## src/design/ppmv_pkg.sv

```systemverilog
`default_nettype none
package ppmv_pkg;

    localparam int STORE_BYTES = 262144;
    localparam int ADDR_W      = $clog2(STORE_BYTES);
    localparam int PIX_W       = 20;
    localparam int WDATA_W     = 8;
    localparam int PIXEL_W     = 4;
    localparam int BYTE_W      = 8;
    localparam int SHIFT_W     = 3;
    localparam int S_TDATA_W   = 32;
    localparam int M_TDATA_W   = 8;

    localparam logic KIND_READ  = 1'b0;
    localparam logic KIND_WRITE = 1'b1;

    localparam logic MODE_4BPP = 1'b0;
    localparam logic MODE_2BPP = 1'b1;

    localparam logic [PIXEL_W-1:0] MASK_4BPP = 4'hf;
    localparam logic [PIXEL_W-1:0] MASK_2BPP = 4'h3;

    typedef struct packed {
        logic              busy;
        logic [ADDR_W-1:0] addr;
    } clr_t;

    function automatic logic [ADDR_W-1:0] byte_index(input logic [PIX_W-1:0] raw);
        logic [PIX_W:0] masked;
        masked = {1'b0, raw} & (PIX_W+1)'(STORE_BYTES - 1);
        if (masked >= (PIX_W+1)'(STORE_BYTES)) begin
            return '0;
        end
        return masked[ADDR_W-1:0];
    endfunction

endpackage
`default_nettype wire

```

## src/design/ppmv_clr.sv

```systemverilog
`default_nettype none
module ppmv_clr (
    input  wire logic          aclk,
    input  wire logic          aresetn,
    output ppmv_pkg::clr_t     clr
);
    import ppmv_pkg::*;

    logic              busy_reg;
    logic              busy_next;
    logic [ADDR_W-1:0] addr_reg;
    logic [ADDR_W-1:0] addr_next;

    always_comb begin
        busy_next = busy_reg;
        addr_next = addr_reg;
        if (busy_reg) begin
            addr_next = addr_reg + ADDR_W'(1);
            if (addr_reg == ADDR_W'(STORE_BYTES - 1)) begin
                busy_next = 1'b0;
            end
        end
    end

    always_ff @(posedge aclk) begin
        if (!aresetn) begin
            busy_reg <= 1'b1;
            addr_reg <= '0;
        end else begin
            busy_reg <= busy_next;
            addr_reg <= addr_next;
        end
    end

    assign clr.busy = busy_reg;
    assign clr.addr = addr_reg;

endmodule
`default_nettype wire
```

## config.mk

```make
export PLATFORM = sky130hd
export DESIGN_NAME = ppmv_clr
export DESIGN_NICKNAME = d
export VERILOG_FILES = /design/src/design/ppmv_pkg.sv /design/src/design/ppmv_clr.sv
export SDC_FILE = /design/constraint.sdc
export NUM_CORES = 1
export LEC_CHECK = 0
export BUFFER_PORTS_ARGS = -buffer_cell sky130_fd_sc_hd__buf_2
export CAP_MARGIN = 20
export CORE_MARGIN = 3
export CORE_UTILIZATION = 49
export CTS_BUF_LIST = sky130_fd_sc_hd__clkbuf_4
export CTS_CLUSTER_SIZE = 28
export DETAILED_ROUTE_END_ITERATION = 16
export HOLD_SLACK_MARGIN = 0.02
export MAX_ROUTING_LAYER = met4
export PLACE_DENSITY = 0.76
export SLEW_MARGIN = 5
export SYNTH_ARGS = -nofsm -noshare
export SYNTH_HDL_FRONTEND = slang
export SYNTH_SLANG_ARGS = --single-unit
```

## constraint.sdc

```tcl
create_clock -name aclk -period 1.5 [get_ports aclk]
set_input_delay 0.075 -clock aclk [delete_from_list [all_inputs] [get_ports aclk]]
set_output_delay 0.075 -clock aclk [all_outputs]
set_load 0.02 [all_outputs]
```

==> results.txt, run 1 <==
----------------------------------------------------
[Place]
  Post-detailed-placement half-perimeter wirelength ... 1410 um
  Number of port buffers ... 20
  Setup slack after placement ... approximately 0.025 ns
  Placement-stage cell area ... roughly 1100 um2
  Routability cong. ... between 0.7 and 0.8
  Cell total after placement ... about 150

[Critical path]
  Type of the worst setup path ... reg2reg
  Worst setup EP type ... flop
  Arrival time of the worst setup path ... roughly 1.6 ns
  Data required time of the worst path ... between 1.5 and 2 ns
  Top fanout value on the critical path ... 5
  Element type at the critical path start ... flop

[Global route]
  Antenna violations before repair ... 0
  Pin count of the biggest net entering global routing ... 15
  Global route overflow ... 0
  Grt peak-use layer ... met2
  Global-route wire length before repair ... between 3000 and 4000 um
  Number of global-route vias before repair ... a little under 800
  Met1 layer usage reported by global route ... 0.220
  Global routing met3 resource utilization ... 0.0428
  Gr usage total ... 0.181
  Met2 track demand over resource in global routing ... 0.288

[Final layout]
  Diode insertion count for antenna repair ... 0
  Post-layout net count ... about 130
  Number of standard cells in the final layout excluding fillers ... ~150
  Number of fillers in the final layout ... roughly 150
  Synth-to-layout area growth ... 24.2%
  Footprint of the multi-input gates ... about 520 um2
  Most common library cell in the layout ignoring fill and taps ... buf_2
  Commonest cells after routing, fill and taps aside ... buf_2, dfxtp_1, nor2_1
  Flip-flop count of the largest register after layout ... 18
  Final non-filler cell area ... 1140 um2
  Area of all sequential standard cells ... around 380 um2
  Share of final-layout standard cells stronger than drive strength 1 ... 0.359
  Layout Utilization ... 0.655

[Route]
  Total wire length ... approximately 1900 um
  DRC marker count from the first detailed-route iteration ... 13
  Number of iterations in the first detailed-routing pass ... 4
  Post-DR wirelength/cell ... 12.5 um
  Residual DRC count ... 0
  Drt via density ... roughly 5.2
  Routed via count ... a little under 800
  Remaining antenna violation count after routing ... 0

[Floorplan]
  Initial Utilization ... 0.528
  Total number of placement rows ... 15
  Core area ... 1750 um2
  Top-level I/O count ... 21
  Height of the die ... just under 50 um
  Die span in x ... 49.4 um
  Overall die area ... between 2000 and 2500 um2

[Outcome]
  Outcome ... finished clean

[Power and ir drop]
  Total leakage power ... slightly below 0.5 nW
  Power density cells ... ~750 nW/um2
  Sum of internal, switching and leakage power ... between 0.8 and 0.9 mW
  Largest voltage drop on the vdd net ... just over 700 uV

[Synthesis]
  Synthesized area divided by synthesized cell count ... roughly 9.3 um2
  Sequential cell area fraction in the yosys report ... 0.413
  Number of nets produced by synthesis ... around 100
  Distinct cells, synth ... 31
  Syn. warnings ... 0
  Total standard cell area after synthesis ... between 900 and 1000 um2
  Asr flop ratio synth ... 0
  Number of enable flip-flop cells after synthesis ... 0
  Mapped Cells ... approximately 100
  FF+latch count, synth ... 19
  Main flop type after synthesis ... dfxtp_1

[STA]
  Number of pins with negative max-slew slack in the final report ... 0
  Worst slew margin relative to its limit ... 0.696
  Number of hold violations in the final report ... 0
  Final min period ... around 1.4 ns
  Period Utilization, post-route ... 0.923
  Top achievable clock speed ... 722 MHz
  Skew final ... ~0.0011 ns
  Final worst-path setup slack ... around 0.12 ns
  Final setup violation count ... 0
  Total negative slack for setup checks ... 0 ns
  Transition time at the pin with the least slew margin ... 0.456 ns
  Post-route worst hold slack ... ~0.026 ns

[Clocking]
  Clock insertion delay at the later pin of the skew report ... slightly below 0.3 ns
  Number of H-tree levels ... 1
  Clock Tree Root ... clkbuf_4
  Hold buffer count at cts ... 0
  Inserted Clock Buffers ... 3
  TritonCTS sink count ... 19
  Clock tree from TritonCTS ... built
  Post-CTS clock slew at the launch and capture registers of the worst setup and hold paths ... between 0.1 and 0.15 ns
  Buffer levels on the longest clock path ... 2

[Flow run]
  Reported max-cap violation count ... 0

[Hold path]
  Hold Path Class ... in2reg

----------------------------------------------------
[path summary, 6_finish.rpt]
kind / start / to / slack [ns] / depth (start not counted)
worst max-delay path: addr_reg[0]$_SDFFE_PN0P_ / addr_reg[10]$_SDFFE_PN0P_ / 0.12 / 5
worst min-delay path: aresetn / busy_reg$_SDFF_PN1_ / 0.03 / 2
worst max register to register: addr_reg[0]$_SDFFE_PN0P_ / addr_reg[10]$_SDFFE_PN0P_ / 0.12 / 5
worst min register to register: addr_reg[17]$_SDFFE_PN0P_ / addr_reg[17]$_SDFFE_PN0P_ / 0.50 / 2
[logic make-up (layout without fill, tap and decap cells)]
logic type	count (synthesis)	after routing	share of synthesized area
muxes	5	5	0.0543
DFF	19	19	0.413
adders and majority gates	1	1	0.0136
buffers and inverters	8	37	0.0380
xor gates and xnor gates	11	11	0.105
and+or+nand+nor	50	50	0.341
AOI/OAI and AO/OA	5	5	0.0353
[timing repair]
item / CTS / global route
setup buffers: 0 / 0
gates resized for setup: 0 / 2
endpoints found under the setup margin: 0 / 7
[area by class of cell]
type / count / share of cell area
clock buffers: 4 / 0.0263
inverters: 4 / 0.0131
multi-input cells: 72 / 0.452
flip-flops and latches: 19 / 0.335
well taps: 25 / 0.0274
repair buffers: 29 / 0.147
[per-layer routing]
layer  up-vias  wire (um)
li1        398          -
met1       375        891
met2        19        897
met3         4         85
met4         0         35
met5         -          0
[cells in the mapped netlist, types with 2 or more instances]
master,count,share of area
dfxtp_1,19,0.41
nor2_1,12,0.049
nand2_1,11,0.045
xnor2_1,8,0.076
mux2i_1,5,0.054
inv_1,4,0.016
nand2b_1,4,0.027
nand4_1,4,0.027
nand3_1,3,0.016
nor3_1,3,0.016
nor4_2,3,0.041
xor2_1,3,0.029
a21oi_1,2,0.011
[power breakdown]
| part | total [mW] | internal [mW] | switching (mW) | leakage, nW |
|---|---|---|---|---|
| clock | 0.277 | 0.121 | 0.156 | 0.0184 |
| combinational | 0.0653 | 0.0241 | 0.0412 | 0.310 |
| sequential | 0.518 | 0.512 | 0.00546 | 0.154 |
| total | 0.860 | 0.658 | 0.202 | 0.483 |
[worst max-delay path, cell delays in order, from the launching register on]
cell and delay (ns):
dfxtp_2 0.35, ha_1 0.21, nand3_2 0.18, nor4_2 0.33, xnor2_1 0.15, nor2_1 0.05
Power figures use the tool's default switching activity.
==> inputs of run 2 (changes only) <==
--- a/config.mk
+++ b/config.mk
@@ -5,13 +5,14 @@
 export SDC_FILE = /design/constraint.sdc
 export NUM_CORES = 1
 export LEC_CHECK = 0
-export BUFFER_PORTS_ARGS = -buffer_cell sky130_fd_sc_hd__buf_2
+export ABC_AREA = 1
 export CAP_MARGIN = 20
 export CORE_MARGIN = 3
-export CORE_UTILIZATION = 49
+export CORE_UTILIZATION = 58
 export CTS_BUF_LIST = sky130_fd_sc_hd__clkbuf_4
 export CTS_CLUSTER_SIZE = 28
 export DETAILED_ROUTE_END_ITERATION = 16
+export DONT_BUFFER_PORTS = 1
 export HOLD_SLACK_MARGIN = 0.02
 export MAX_ROUTING_LAYER = met4
 export PLACE_DENSITY = 0.76
==> results.txt, run 2 <==
----------------------------------------------------
[Outcome]
  Outcome ... finished clean

[Clocking]
  Clock Tree Root ... clkbuf_4
  Post-CTS clock slew at the launch and capture registers of the worst setup and hold paths ... 0.11 ns (about the same)
  Buffer levels on the longest clock path ... 2 (unchanged)
  Post-cts gate resize count ... 0 (unchanged)
  Clock insertion delay at the later pin of the skew report ... 0.29 ns (about the same)
  Inserted Clock Buffers ... 3 (unchanged)
  Number of H-tree levels ... 1 (unchanged)
  Clock tree from TritonCTS ... built
  TritonCTS sink count ... 19 (unchanged)

[Synthesis]
  Distinct cells, synth ... 21 (-32%)
  Number of enable flip-flop cells after synthesis ... 0 (unchanged)
  Share of Yosys cell area claimed by the top area cell type ... 0.380 (-0.0326)
  Sequential cell area fraction in the yosys report ... 0.380 (-0.0326)
  Simple-gate portion of the synthesized area ... 0.421 (+0.0795)
  Fraction of the mapped netlist area in adder cells ... 0.0125 (-0.00107)
  Number of nets produced by synthesis ... 150 (+47%)
  Syn. warnings ... 0 (unchanged)
  Portion of netlist area occupied by mux cells ... 0 (-0.0543)
  Synth Area in Compound Gates ... 0.0939 (+0.0585)
  Top cells by area, synth ... dfxtp_1, nand2_1, nor2_1
  Asr flop ratio synth ... 0 (unchanged)
  Synthesized area divided by synthesized cell count ... 6.80 um2 (-27%)
  Main flop type after synthesis ... dfxtp_1
  Dominant combinational cell family by area after synthesis ... simple AND/OR/NAND/NOR gates
  Total standard cell area after synthesis ... 1000 um2 (+8.6%)
  Most frequent cell after synthesis ... nand2_1
  Leading area contributor after synthesis ... dfxtp_1
  FF+latch count, synth ... 19 (unchanged)
  Commonest cells post-synth ... nand2_1, nor2_1, dfxtp_1
  Mapped Cells ... 147 (+48%)
  Synthesized-area fraction occupied by xor and xnor cells ... 0.0175 (-0.0871)

[Critical path]
  Arrival time of the worst setup path ... 1.52 ns (-0.04 ns)
  Element type at the critical path start ... flop
  Top fanout value on the critical path ... 6 (+1)
  Type of the worst setup path ... reg2reg
  Worst setup EP type ... flop
  Data required time of the worst path ... 1.68 ns (about the same)

[Place]
  Number of port buffers ... 0 (-100%)
  Post-detailed-placement half-perimeter wirelength ... 1600 um (+14%)
  Routability cong. ... 0.871 (+9.6%)
  Cell total after placement ... 177 (+19%)
  Setup slack after placement ... 0.171 ns (+0.145 ns)

[Route]
  Number of iterations in the first detailed-routing pass ... 4 (unchanged)
  DRC marker count from the first detailed-route iteration ... 37 (+24)
  Routed via count ... 941 (+18%)
  Drt via density ... 5.17 (-0.62%)
  Residual DRC count ... 0 (unchanged)
  Detailed route wirelength on metal2 ... 939 um (+4.7%)
  WL met1 ... 1040 um (+16%)
  Remaining antenna violation count after routing ... 0 (unchanged)
  Met3 wire length ... 106 um (+25%)
  Top metal layer carrying routed signals ... met4
  Post-DR wirelength/cell ... 11.5 um (-7.9%)
  Total wire length ... 2090 um (+9.6%)

[STA]
  Final worst-path setup slack ... 0.157 ns (+0.0415 ns)
  Final setup violation count ... 0 (unchanged)
  Period Utilization, post-route ... 0.895 (-0.0276)
  Transition time at the pin with the least slew margin ... 0.606 ns (+0.150 ns)
  Number of pins with negative max-slew slack in the final report ... 0 (unchanged)
  Total negative slack for setup checks ... 0 ns (unchanged)
  Top achievable clock speed ... 745 MHz (+3.1%)
  Setup repair after global routing missed its margin ... false
  Worst slew margin relative to its limit ... 0.595 (-0.101)
  Number of hold violations in the final report ... 0 (unchanged)
  Post-route worst hold slack ... 0.526 ns (+0.500 ns)
  Final min period ... 1.34 ns (-0.0415 ns)
  Skew final ... 0.00654 ns (+0.00541 ns)

[Hold path]
  Hold Path Class ... reg2reg

[Floorplan]
  Height of the die ... 47.5 um (-3.7%)
  Initial Utilization ... 0.641 (+0.114)
  Die span in x ... 47.5 um (-3.7%)
  Core area ... 1560 um2 (-11%)
  Total number of placement rows ... 14 (-1)
  Top-level I/O count ... 21 (unchanged)
  Overall die area ... 2260 um2 (-7.3%)

[Global route]
  Global route overflow ... 0 (unchanged)
  Number of global-route vias before repair ... 816 (+3.2%)
  Pin count of the biggest net entering global routing ... 17 (+2)
  Global-route wire length before repair ... 3270 um (-4.0%)
  Antenna violations before repair ... 0 (unchanged)
  Gr usage total ... 0.204 (+0.0233)

[Final layout]
  Flip-flop count of the largest register after layout ... 18 (unchanged)
  Post-layout net count ... 170 (+29%)
  Number of fillers in the final layout ... 134 (-11%)
  Commonest cells after routing, fill and taps aside ... nand2_1, nor2_1, dfxtp_1
  Number of standard cells in the final layout excluding fillers ... 182 (+19%)
  Diode insertion count for antenna repair ... 0 (unchanged)
  Synth-to-layout area growth ... 16.6%
  Area of all sequential standard cells ... 380 um2 (-0.65%)
  Most common library cell in the layout ignoring fill and taps ... nand2_1
  Footprint of the multi-input gates ... 544 um2 (+5.3%)
  Share of final-layout standard cells stronger than drive strength 1 ... 0.223 (-0.136)

[Power and ir drop]
  Power density cells ... 714 nW/um2 (-5.1%)
  Sum of internal, switching and leakage power ... 0.832 mW (-3.2%)
  Total leakage power ... 0.490 nW (+1.6%)
  Largest voltage drop on the vdd net ... 522 uV (-27%)

[Flow run]
  Reported max-cap violation count ... 0 (unchanged)

----------------------------------------------------
[run 2: layer usage]
layer | up-vias | global-route usage
met1 | 418 | 0.274
met4 | 0 | 0.0497
met2 | 21 | 0.316
met5 | - | -
li1 | 500 | -
met3 | 2 | 0.0376
[run 2: through the flow]
step | area [um2] | util
2_1_floorplan | 1000 | -
3_3_place_gp | 1130 | 0.724
3_5_place_dp | 1130 | 0.724
4_1_cts | 1170 | 0.748
5_1_grt | 1170 | 0.748
6_report | 1170 | 0.748
[run 2: path summary, 6_finish.rpt]
check	depth (start not counted)	slack [ns]	start	endpoint
hold reg to reg	2	0.53	addr_reg[2]$_SDFFE_PN0P_	addr_reg[2]$_SDFFE_PN0P_
setup / recovery	8	0.16	addr_reg[0]$_SDFFE_PN0P_	busy_reg$_SDFF_PN1_
hold / removal	2	0.53	addr_reg[2]$_SDFFE_PN0P_	addr_reg[2]$_SDFFE_PN0P_
setup reg to reg	8	0.16	addr_reg[0]$_SDFFE_PN0P_	busy_reg$_SDFF_PN1_
[run 2: critical path, cell delays in order (launching register included)]
cell,delay (ns)
dfxtp_1,0.43
ha_1,0.20
inv_1,0.07
nor2_4,0.11
nand2_1,0.10
nor2_1,0.12
nand3_1,0.08
nand2_1,0.07
nand2_1,0.04
[run 2: layout make-up]
cell class	instances	share of cell area
repair buffers	18	0.118
clock inverters	1	0.00429
flip-flops and latches	19	0.326
multi-input cells	110	0.467
inverters	15	0.0483
clock buffers	3	0.0193
well taps	16	0.0172
[run 2: kinds of logic (layout without fill, tap and decap cells)]
kind of cell | count (synthesis) | count (layout)
buf+inv | 18 | 37
fa+ha+maj | 1 | 1
xor+xnor | 2 | 2
compound gates | 17 | 17
simple gates | 90 | 90
flops | 19 | 19
[run 2: power by group]
part / internal (mW) / total (mW) / switching [mW]
clock network: 0.0991 / 0.258 / 0.159
registers: 0.511 / 0.518 / 0.00670
logic: 0.0207 / 0.0564 / 0.0358
total: 0.631 / 0.832 / 0.201
[run 2: timing repair]
action / CTS / global route
hold endpoints to repair: 19 / 0
buffers inserted: 0 / 0
hold buffers: 1 / 0
==> inputs of run 3 (changes only) <==
--- a/config.mk
+++ b/config.mk
@@ -8,14 +8,14 @@
 export ABC_AREA = 1
 export CAP_MARGIN = 20
 export CORE_MARGIN = 3
-export CORE_UTILIZATION = 58
+export CORE_UTILIZATION = 64
 export CTS_BUF_LIST = sky130_fd_sc_hd__clkbuf_4
 export CTS_CLUSTER_SIZE = 28
 export DETAILED_ROUTE_END_ITERATION = 16
 export DONT_BUFFER_PORTS = 1
 export HOLD_SLACK_MARGIN = 0.02
 export MAX_ROUTING_LAYER = met4
-export PLACE_DENSITY = 0.76
+export PLACE_DENSITY = 0.8
 export SLEW_MARGIN = 5
 export SYNTH_ARGS = -nofsm -noshare
 export SYNTH_HDL_FRONTEND = slang
==> constraint.sdc (replaced) <==
create_clock -name aclk -period 1.27 [get_ports aclk]
set_input_delay 0.0635 -clock aclk [delete_from_list [all_inputs] [get_ports aclk]]
set_output_delay 0.0635 -clock aclk [all_outputs]
set_load 0.02 [all_outputs]
==> results.txt, run 3 (synthesis results as in run 2) <==
----------------------------------------------------
[Critical path]
  Type of the worst setup path ... reg2reg
  Top fanout value on the critical path ... 4 (-2)
  Element type at the critical path start ... flop
  Worst setup EP type ... flop
  Data required time of the worst path ... 1.49 ns (-0.19 ns)
  Arrival time of the worst setup path ... 1.49 ns (-0.03 ns)

[Floorplan]
  Height of the die ... 45.5 um (-4.2%)
  Initial Utilization ... 0.723 (+0.0818)
  Die span in x ... 45.5 um (-4.2%)
  Top-level I/O count ... 21 (unchanged)
  Overall die area ... 2070 um2 (-8.2%)
  Core area ... 1380 um2 (-11%)
  Total number of placement rows ... 13 (-1)

[Place]
  Cell total after placement ... 177 (unchanged)
  Number of port buffers ... 0 (unchanged)
  Routability cong. ... 0.807 (-7.3%)
  Post-detailed-placement half-perimeter wirelength ... 1790 um (+12%)
  Setup slack after placement ... 0.00355 ns (-0.167 ns)
  Placement-stage cell area ... 1140 um2 (+0.78%)

[Final layout]
  Synth-to-layout area growth ... 23.8%
  Flip-flop count of the largest register after layout ... 18 (unchanged)
  Post-layout net count ... 173 (+1.8%)
  Number of standard cells in the final layout excluding fillers ... 184 (+1.1%)
  Commonest cells after routing, fill and taps aside ... nand2_1, nor2_1, buf_4
  Diode insertion count for antenna repair ... 0 (unchanged)
  Share of final-layout standard cells stronger than drive strength 1 ... 0.302 (+0.0789)
  Footprint of the multi-input gates ... 582 um2 (+6.9%)
  Final non-filler cell area ... 1240 um2 (+6.1%)
  Area of all sequential standard cells ... 393 um2 (+3.3%)
  Number of fillers in the final layout ... 65 (-51%)
  Layout Utilization ... 0.895 (+0.147)
  Most common library cell in the layout ignoring fill and taps ... nand2_1

[Power and ir drop]
  Sum of internal, switching and leakage power ... 1.01 mW (+22%)
  Largest voltage drop on the vdd net ... 711 uV (+36%)
  Total leakage power ... 0.508 nW (+3.7%)
  Power density cells ... 820 nW/um2 (+15%)

[STA]
  Period Utilization, post-route ... 1.00 (+0.107)
  Final worst-path setup slack ... -0.00337 ns (-0.160 ns)
  Post-route worst hold slack ... -0.197 ns (-0.723 ns)
  Total negative slack for setup checks ... -0.00337 ns (-0.00337 ns)
  Final setup violation count ... 1 (+1)
  Final min period ... 1.27 ns (-0.0695 ns)
  Top achievable clock speed ... 785 MHz (+5.5%)
  Transition time at the pin with the least slew margin ... 0.302 ns (-0.303 ns)
  Worst slew margin relative to its limit ... 0.798 (+0.203)
  Number of pins with negative max-slew slack in the final report ... 0 (unchanged)
  Skew final ... 0.0119 ns (+0.00537 ns)
  Number of hold violations in the final report ... 15 (+15)

[Route]
  Detailed route wirelength on metal2 ... 1240 um (+32%)
  Remaining antenna violation count after routing ... 0 (unchanged)
  Post-DR wirelength/cell ... 14.4 um (+25%)
  Top metal layer carrying routed signals ... met4
  Routed via count ... 1,058 (+12%)
  WL met1 ... 1040 um (+0.29%)
  DRC marker count from the first detailed-route iteration ... 65 (+76%)
  Number of iterations in the first detailed-routing pass ... 4 (unchanged)
  Residual DRC count ... 0 (unchanged)
  Drt via density ... 5.75 (+11%)
  Met3 wire length ... 256 um (+140%)
  Total wire length ... 2650 um (+26%)

[Global route]
  Number of global-route vias before repair ... 897 (+9.9%)
  Gr usage total ... 0.266 (+0.0614)
  Global-route wire length before repair ... 3860 um (+18%)
  Global route overflow ... 0 (unchanged)
  Antenna violations before repair ... 0 (unchanged)
  Pin count of the biggest net entering global routing ... 17 (unchanged)

[Clocking]
  Post-CTS clock slew at the launch and capture registers of the worst setup and hold paths ... 0.12 ns (about the same)
  Clock insertion delay at the later pin of the skew report ... 0.31 ns (+0.02 ns)
  Number of H-tree levels ... 1 (unchanged)
  Clock tree from TritonCTS ... built
  Hold buffer count at cts ... 1 (unchanged)
  TritonCTS sink count ... 19 (unchanged)
  Inserted Clock Buffers ... 3 (unchanged)
  Clock Tree Root ... clkbuf_4
  Buffer levels on the longest clock path ... 2 (unchanged)

[Hold path]
  Hold Path Class ... in2reg

[Outcome]
  Violated checks ... negative hold slack, negative setup slack
  Outcome ... finished, violations left

[Flow run]
  Reported max-cap violation count ... 0 (unchanged)

----------------------------------------------------
## run 3: worst paths after layout
check / endpoint / from / cells after the start / slack, ns
hold reg to reg: addr_reg[2]$_SDFFE_PN0P_ / addr_reg[2]$_SDFFE_PN0P_ / 2 / 0.49
setup reg to reg: addr_reg[17]$_SDFFE_PN0P_ / addr_reg[4]$_SDFFE_PN0P_ / 7 / -0.003
hold / removal: busy_reg$_SDFF_PN1_ / aresetn / 1 / -0.20
setup / recovery: addr_reg[17]$_SDFFE_PN0P_ / addr_reg[4]$_SDFFE_PN0P_ / 7 / -0.003
## run 3: layout make-up
cell class | instances | area share
repair buffers | 21 | 0.129
clock inverters | 1 | 0.00404
inverters | 15 | 0.0455
well taps | 15 | 0.0152
clock buffers | 3 | 0.0182
flip-flops and latches | 19 | 0.317
multi-input cells | 110 | 0.470
## run 3: where the power goes
group	total [mW]	switching, mW	internal, mW	leakage, nW
clock network	0.320	0.203	0.118	0.0177
registers	0.615	0.0113	0.604	0.156
logic	0.0783	0.0432	0.0351	0.335
## run 3: critical path: stages, from the launching register on
cell and delay (ns):
dfxtp_1 0.44, nand2_2 0.12, nor2_4 0.15, nand2_1 0.10, nor2_4 0.14, nand3_1 0.09
nand2_1 0.09, nor2_1 0.05
## run 3: layer usage
| layer | track usage | vias to the layer above |
|---|---|---|
| li1 | - | 512 |
| met4 | 0.0877 | 0 |
| met1 | 0.319 | 461 |
| met5 | - | - |
| met3 | 0.0553 | 16 |
| met2 | 0.437 | 69 |
## run 3: what timing repair did
action | 4_1_cts | 5_1_grt
pin swaps | 0 | 2
setup endpoints to repair | 3 | 12
hold endpoints to repair | 19 | 15
resized for setup | 1 | 14
setup buffers | 0 | 2
